## config.mk

```make
export PLATFORM = sky130hd
export DESIGN_NAME = websocket_frame_deframer_unit
export DESIGN_NICKNAME = d
export VERILOG_FILES = /design/src/sv/wsfd_pkg.sv /design/src/sv/websocket_frame_deframer_unit.sv
export SDC_FILE = /design/constraint.sdc
export NUM_CORES = 1
export LEC_CHECK = 0
export ABC_AREA = 1
export BUFFER_PORTS_ARGS = -buffer_cell sky130_fd_sc_hd__buf_2
export CORE_UTILIZATION = 50
export CTS_BUF_LIST = sky130_fd_sc_hd__clkbuf_2
export DETAILED_ROUTE_END_ITERATION = 16
export PLACE_DENSITY = 0.69
export SLEW_MARGIN = 25
export SYNTH_ARGS = -nofsm -noshare
export SYNTH_HDL_FRONTEND = slang
export SYNTH_SLANG_ARGS = --single-unit
```

## constraint.sdc

```tcl
create_clock -name clk -period 4.25 [get_ports clk]
set_input_delay 0.6375 -clock clk [delete_from_list [all_inputs] [get_ports clk]]
set_output_delay 0.6375 -clock clk [all_outputs]
set_load 0.02 [all_outputs]
```

## src/sv/wsfd_pkg.sv

```systemverilog
`default_nettype none
// ----------------------------------------------------------------------------
// wsfd_pkg
// shared widths, phase codes and byte kind codes for the frame deframer
// ----------------------------------------------------------------------------
package wsfd_pkg;

  localparam int unsigned BYTE_W  = 8;
  localparam int unsigned LEN_W   = 16;
  localparam int unsigned OPC_W   = 4;
  localparam int unsigned KIND_W  = 2;
  localparam int unsigned PHASE_W = 4;
  localparam int unsigned KEY_N   = 4;

  // tdata: out_data, then kept_total
  localparam int unsigned TDATA_W = BYTE_W + LEN_W;
  // tuser: byte_kind, then frame_opcode, padded to a byte
  localparam int unsigned TUSER_W = 8;

  localparam logic [LEN_W-1:0] KEEP_LIMIT_RST = 16'd127;

  // header walk
  localparam logic [PHASE_W-1:0] PH_B0     = 4'd0;
  localparam logic [PHASE_W-1:0] PH_B1     = 4'd1;
  localparam logic [PHASE_W-1:0] PH_EXT_HI = 4'd2;
  localparam logic [PHASE_W-1:0] PH_EXT_LO = 4'd3;
  localparam logic [PHASE_W-1:0] PH_KEY0   = 4'd4;
  localparam logic [PHASE_W-1:0] PH_KEY1   = 4'd5;
  localparam logic [PHASE_W-1:0] PH_KEY2   = 4'd6;
  localparam logic [PHASE_W-1:0] PH_KEY3   = 4'd7;
  localparam logic [PHASE_W-1:0] PH_DATA   = 4'd8;

  localparam logic [KIND_W-1:0] KIND_HDR  = 2'd0;
  localparam logic [KIND_W-1:0] KIND_KEEP = 2'd1;
  localparam logic [KIND_W-1:0] KIND_DROP = 2'd2;

  localparam logic [BYTE_W-1:0] MASK_BIT  = 8'h80;
  localparam logic [BYTE_W-1:0] LEN7_MASK = 8'h7F;
  localparam logic [LEN_W-1:0]  LEN_EXT16 = 16'd126;

  typedef logic [BYTE_W-1:0] byte_t;

endpackage : wsfd_pkg
`default_nettype wire

```

## src/sv/websocket_frame_deframer_unit.sv

```systemverilog
`default_nettype none
// ----------------------------------------------------------------------------
// websocket_frame_deframer_unit
// walks websocket frame headers one byte a word and unmasks the payload
// ----------------------------------------------------------------------------
// usage:
//   - s_axis carries the received byte stream, one byte per word
//   - m_axis returns exactly one word per input word: the raw header byte or
//     the unmasked payload byte, its kind, the current opcode, the running
//     kept count, and tlast on the word that completes a frame
//   - cfg_wr_en / cfg_wr_data load keep_limit; write it only while idle
//   - the result of a byte accepted on s_axis is offered on m_axis from the
//     next cycle on
//   - throughput is one byte per cycle while m_axis_tready holds; the header
//     walk and the unmask are a single pass of logic in front of the result register
//   - a new byte is accepted while the result register is empty or being
//     drained in the same cycle, so a stalled receiver holds the result and
//     back-pressures s_axis without losing or repeating a word
//   - reset (rst, synchronous) empties the result register, returns to the
//     first header byte, clears the frame state and sets keep_limit to 127
// ----------------------------------------------------------------------------
module websocket_frame_deframer_unit
  import wsfd_pkg::*;
(
  input  wire logic               clk,
  input  wire logic               rst,
  // configuration: keep_limit
  input  wire logic               cfg_wr_en,
  input  wire logic [LEN_W-1:0]   cfg_wr_data,
  // received stream
  input  wire logic               s_axis_tvalid,
  output logic                    s_axis_tready,
  input  wire logic [BYTE_W-1:0]  s_axis_tdata,   // [7:0] rx_byte
  // parsed stream
  output logic                    m_axis_tvalid,
  input  wire logic               m_axis_tready,
  output logic [TDATA_W-1:0]      m_axis_tdata,   // [7:0] out_data, [23:8] kept_total
  output logic                    m_axis_tlast,   // frame_end
  output logic [TUSER_W-1:0]      m_axis_tuser    // [1:0] byte_kind, [5:2] frame_opcode
);

  // configuration register
  logic [LEN_W-1:0]   keep_limit;

  // frame state
  logic [PHASE_W-1:0] phase, phase_next;
  logic [OPC_W-1:0]   opcode_held, opcode_held_next;
  logic               mask_on, mask_on_next;
  logic [LEN_W-1:0]   frame_len, frame_len_next;
  byte_t              mask_key [KEY_N];
  logic [LEN_W-1:0]   payload_index, payload_index_next;
  logic [LEN_W-1:0]   kept_count, kept_count_next;

  // key update controls
  logic               key_clear;
  logic               key_wr;
  logic [1:0]         key_sel;

  // result word before the output register
  byte_t              res_data;
  logic [KIND_W-1:0]  res_kind;
  logic               res_end;

  logic               in_accept;
  logic [LEN_W-1:0]   len7;
  logic [LEN_W-1:0]   index_inc;

  // result register drains or is empty: take a new byte
  assign s_axis_tready = !m_axis_tvalid || m_axis_tready;
  assign in_accept     = s_axis_tvalid && s_axis_tready;

  assign len7      = {{(LEN_W-BYTE_W){1'b0}}, s_axis_tdata & LEN7_MASK};
  assign index_inc = payload_index + 16'd1;

  // header walk and payload unmask, one byte per pass
  always_comb begin
    phase_next         = phase;
    opcode_held_next   = opcode_held;
    mask_on_next       = mask_on;
    frame_len_next     = frame_len;
    payload_index_next = payload_index;
    kept_count_next    = kept_count;
    key_clear          = 1'b0;
    key_wr             = 1'b0;
    key_sel            = phase[1:0];
    res_data           = s_axis_tdata;
    res_kind           = KIND_HDR;
    res_end            = 1'b0;

    unique case (phase)
      PH_B1: begin
        mask_on_next   = (s_axis_tdata & MASK_BIT) != '0;
        frame_len_next = len7;
        if (len7 == LEN_EXT16) begin
          phase_next = PH_EXT_HI;
        end else if ((s_axis_tdata & MASK_BIT) != '0) begin
          phase_next = PH_KEY0;
        end else if (len7 == '0) begin
          phase_next = PH_B0;
          res_end    = 1'b1;
        end else begin
          phase_next = PH_DATA;
        end
      end
      PH_EXT_HI: begin
        frame_len_next = {s_axis_tdata, {(LEN_W-BYTE_W){1'b0}}};
        phase_next     = PH_EXT_LO;
      end
      PH_EXT_LO: begin
        frame_len_next = frame_len | {{(LEN_W-BYTE_W){1'b0}}, s_axis_tdata};
        if (mask_on) begin
          phase_next = PH_KEY0;
        end else if (frame_len_next == '0) begin
          phase_next = PH_B0;
          res_end    = 1'b1;
        end else begin
          phase_next = PH_DATA;
        end
      end
      PH_KEY0, PH_KEY1, PH_KEY2: begin
        key_wr     = 1'b1;
        phase_next = phase + 4'd1;
      end
      PH_KEY3: begin
        key_wr = 1'b1;
        if (frame_len == '0) begin
          phase_next = PH_B0;
          res_end    = 1'b1;
        end else begin
          phase_next = PH_DATA;
        end
      end
      PH_DATA: begin
        if (mask_on) begin
          res_data = s_axis_tdata ^ mask_key[payload_index[1:0]];
        end
        if (payload_index < keep_limit) begin
          res_kind        = KIND_KEEP;
          kept_count_next = kept_count + 16'd1;
        end else begin
          res_kind = KIND_DROP;
        end
        payload_index_next = index_inc;
        if (index_inc >= frame_len) begin
          res_end    = 1'b1;
          phase_next = PH_B0;
        end
      end
      default: begin
        // first header byte, also recovers from unused codes
        opcode_held_next   = s_axis_tdata[OPC_W-1:0];
        mask_on_next       = 1'b0;
        frame_len_next     = '0;
        payload_index_next = '0;
        kept_count_next    = '0;
        key_clear          = 1'b1;
        phase_next         = PH_B1;
      end
    endcase
  end

  // configuration
  always_ff @(posedge clk) begin
    if (rst) begin
      keep_limit <= KEEP_LIMIT_RST;
    end else if (cfg_wr_en) begin
      keep_limit <= cfg_wr_data;
    end
  end

  // frame state
  always_ff @(posedge clk) begin
    if (rst) begin
      phase         <= PH_B0;
      opcode_held   <= '0;
      mask_on       <= 1'b0;
      frame_len     <= '0;
      payload_index <= '0;
      kept_count    <= '0;
      for (int i = 0; i < KEY_N; i++) begin
        mask_key[i] <= '0;
      end
    end else if (in_accept) begin
      phase         <= phase_next;
      opcode_held   <= opcode_held_next;
      mask_on       <= mask_on_next;
      frame_len     <= frame_len_next;
      payload_index <= payload_index_next;
      kept_count    <= kept_count_next;
      if (key_clear) begin
        for (int i = 0; i < KEY_N; i++) begin
          mask_key[i] <= '0;
        end
      end else if (key_wr) begin
        mask_key[key_sel] <= s_axis_tdata;
      end
    end
  end

  // result register valid
  always_ff @(posedge clk) begin
    if (rst) begin
      m_axis_tvalid <= 1'b0;
    end else if (s_axis_tready) begin
      m_axis_tvalid <= s_axis_tvalid;
    end
  end

  // result register payload
  always_ff @(posedge clk) begin
    if (in_accept) begin
      m_axis_tdata <= {kept_count_next, res_data};
      m_axis_tlast <= res_end;
      m_axis_tuser <= {2'b00, opcode_held_next, res_kind};
    end
  end

endmodule : websocket_frame_deframer_unit
`default_nettype wire
```

==> results.cfg <==
[status]
outcome = finished, violations left
failed_checks = design-rule violations

[floorplanning]
fp.coreArea_um2 = 14600
design.die.area_um2 = 15600
start_util_pct = 51.5
io_pins = 64
fp.dieW_um = 125
num_rows = 44
die_height_um = 125

[power_and_ir_drop]
irDropWorstVdd_v = 0.000168
seqPwrFrac_pct = 53.4
switching_share_pct = 31.6
p_leak_nw = 3.82
pwr-share-clk_pct = 28.6
power_density_nw_per_um2 = 355
pwr-share-comb_pct = 18.0
intPower_w = 0.00200
switchingPower_w = 0.000923

[synthesis]
syn_area_um2 = 7530
synth_most_common_cell = nand2_1
synth-seq-cells = 139
syn_inst = 958
synth_common_cells = 193 x nand2_1, 130 x inv_1, 119 x nor2_1, 76 x dfxtp_1, 68 x nand3_1
ys_warn_count = 0
synth_area_leaders = edfxtp_1 25%, dfxtp_1 20%, nand2_1 9.6%
synth_top_area_share_pct = 25.1
syn_avg_cell_area_um2 = 7.87
yosys.area.top_type = edfxtp_1
synth_cell_types = 39
synthArstFlopShare_pct = 0
ys_seq_area_share_pct = 45.3
synthFlopType = dfxtp_1
synth_edf_count = 63

[clock_network]
cts_inserted_buffers = 17
clockBufferDepth = 2
cts_root_buffer = clkbuf_2
postCtsHoldBufs = 0
cts.sinks = 139
cts-htree-levels = 4
cts.clk_slew.worst_paths_ps = 220
postCtsResizedCells = 0
clk_latency_ps = 720
cts_setup_buffers = 0
cts_tree = built

[timing]
hold_violations = 0
timing.final.crit_share_pct = 70.4
drv_slew = 0
setup-tns-final_ps = 0
finalSetupViolCount = 0
slew_headroom_pct = 46.8
worst_slew_pin_slew_ps = 795
fin_crit_ps = 2990
fin_hold_ws_ps = 124
max_clock_freq_mhz = 334
rsz0062_at_grt = no
skew_ps = 30.9

[critical_path]
reg2reg_depth = 17
required_ps = 4930
reg2reg_slack_ps = 1260
cp_num_cells = 17
r2r_start = payload_index[1]
crit_chain = ha_1 -> nand3_1 -> nor3_2 -> nand3_1 -> nor3_2 -> nand3_1 -> nand2_1 -> nand2_1 -> ha_1 -> nand2_1 -> nor4_1 -> nand2_1 -> nand4_1 -> nand2_1 -> inv_1 -> nor2_1 -> nor2_1
critPathSlowestCell = dfxtp_1
worstSetupStartpoint = payload_index[1]
crit_buf_inv = 1
cp_max_fo = 5
path_delay_family = simple AND/OR/NAND/NOR gates
slowest_delay_ps = 420
endpoint_kind = flop
crit_end = phase[2]
crit_arrival_ps = 3670
r2r_end = phase[2]
start_kind = flop
path_class = flop to flop
crit_top_cell = nand2_1

[final_layout]
nFillCells = 1409
drive_gt1_share_pct = 13.9
area_growth_pct = 9.20
fin_nets = 1078
utilization_pct = 56.2

[detailed_routing]
dr_total_vias = 6258
top_layer = met4
vias_per_cell = 5.17
wl_mm = 17.0
wl_met1_mm = 8.11
route.met3.wl_um = 763
first_pass_iters = 12
wl_per_cell_um = 14.1
met2_length_mm = 7.90
ant_nets = 0
drt_iter0_drc = 513
drc = 8

[global_routing]
overflow = 0
grt_pass1_vias = 5702
grt_pass1_wl_mm = 28.3
grt.total_usage_pct = 23.2
grt_max_degree = 50
antenna_found_initial = 1

[placement]
dp_hpwl_mm = 12.2
portBuffers = 61
gp_congestion = 0.849

[job]
maxCapViolations = 0

[hold_path]
hp-class = input pin to flop
-- logic make-up after synthesis --
group / synth area share (%)
XOR/XNOR: 2.32
other: 0.0498
flip-flops: 45.3
AND/OR/NAND/NOR: 26.0
adder cells (fa/ha/maj): 6.14
AO/OA/AOI/OAI: 11.2
buffers and inverters: 8.98
-- stage by stage --
step | power [W] | instance area, um2 | worst slack [ps] | instances
6_report | 0.00292 | 8230 | 1260 | 1210
5_1_grt | 0.00309 | 8230 | 987 | 1210
4_1_cts | 0.00295 | 8230 | 1250 | 1209
3_5_place_dp | 0.00212 | 7960 | 1320 | 1177
3_3_place_gp | 0.00211 | 7960 | 1380 | 1177
2_1_floorplan | 0.00197 | 7540 | 1510 | 959
-- flip-flops by register name, indices dropped and copies added (netlist names), 4 cells and up, named ones only --
register       cells
frame_len         16
keep_limit        16
opcode_held        4
payload_index     16
phase              4
m_axis_tuser       6
m_axis_tdata      24
mask_key          32
kept_count        16
-- power by group through the flow --
stage                     combinational, W  clock, W  sequential, W
after floorplan                   0.000356         0        0.00162
final                             0.000526  0.000836        0.00156
after CTS                         0.000528  0.000863        0.00156
after global routing              0.000593  0.000919        0.00157
after detailed placement          0.000526         0        0.00159
after global placement            0.000517         0        0.00159
-- cell type report --
| cell class | count | area, um2 | share of cell area [%] |
|---|---|---|---|
| sequential | 139 | 3410 | 41.5 |
| clock buffer | 18 | 90.1 | 1.09 |
| timing repair buffer | 65 | 335 | 4.08 |
| clock inverter | 14 | 173 | 2.10 |
| multi-input combinational | 648 | 3450 | 41.9 |
| antenna | 1 | 2.50 | 0.0304 |
| inverter | 141 | 536 | 6.51 |
| tap | 184 | 230 | 2.80 |
-- how the worst min path moves through the flow --
stage	cells after the start	endpoint	slack (ps)	start
detailed placement	2	keep_limit[13]	450	keep_limit[13]
global route	3	keep_limit[5]	40	cfg_wr_data[5]
global placement	2	keep_limit[13]	450	keep_limit[13]
floorplan	2	keep_limit[0]	430	keep_limit[0]
finish	3	keep_limit[4]	120	cfg_wr_data[4]
CTS	3	keep_limit[4]	20	cfg_wr_data[4]
-- cells in the final DEF (no fill, tap or decap), types with 4 or more instances in the layout --
| master | instances |
|---|---|
| inv_1 | 130 |
| nor2_1 | 119 |
| clkinvlp_4 | 4 |
| buf_2 | 61 |
| edfxtp_1 | 63 |
| nand3_1 | 68 |
| clkinv_4 | 4 |
| a22oi_1 | 5 |
| nor3_1 | 16 |
| a21oi_1 | 63 |
| o22ai_1 | 5 |
| a21oi_2 | 8 |
| inv_2 | 8 |
| nand2_1 | 193 |
| ha_1 | 37 |
| o21ai_0 | 42 |
| o32ai_1 | 8 |
| nand4_1 | 17 |
| a211oi_1 | 9 |
| xor2_1 | 19 |
| nor2_4 | 5 |
| nand2_2 | 11 |
| clkbuf_2 | 18 |
| buf_4 | 4 |
| dfxtp_1 | 76 |
| nor2_2 | 4 |
-- per-layer routing --
metal / vias up / global-route usage, %
met1: 2828 / 31.0
met2: 149 / 36.9
li1: 3260 / -
met3: 21 / 4.60
met4: 0 / 8.71
met5: - / 0
-- worst min-delay path, delay by kind of cell --
| kind | cells | cell delay, ps |
|---|---|---|
| AOI/OAI and AO/OA | 2 | 100 |
| buffers and inverters | 1 | 70 |
Power figures use the tool's default switching activity.
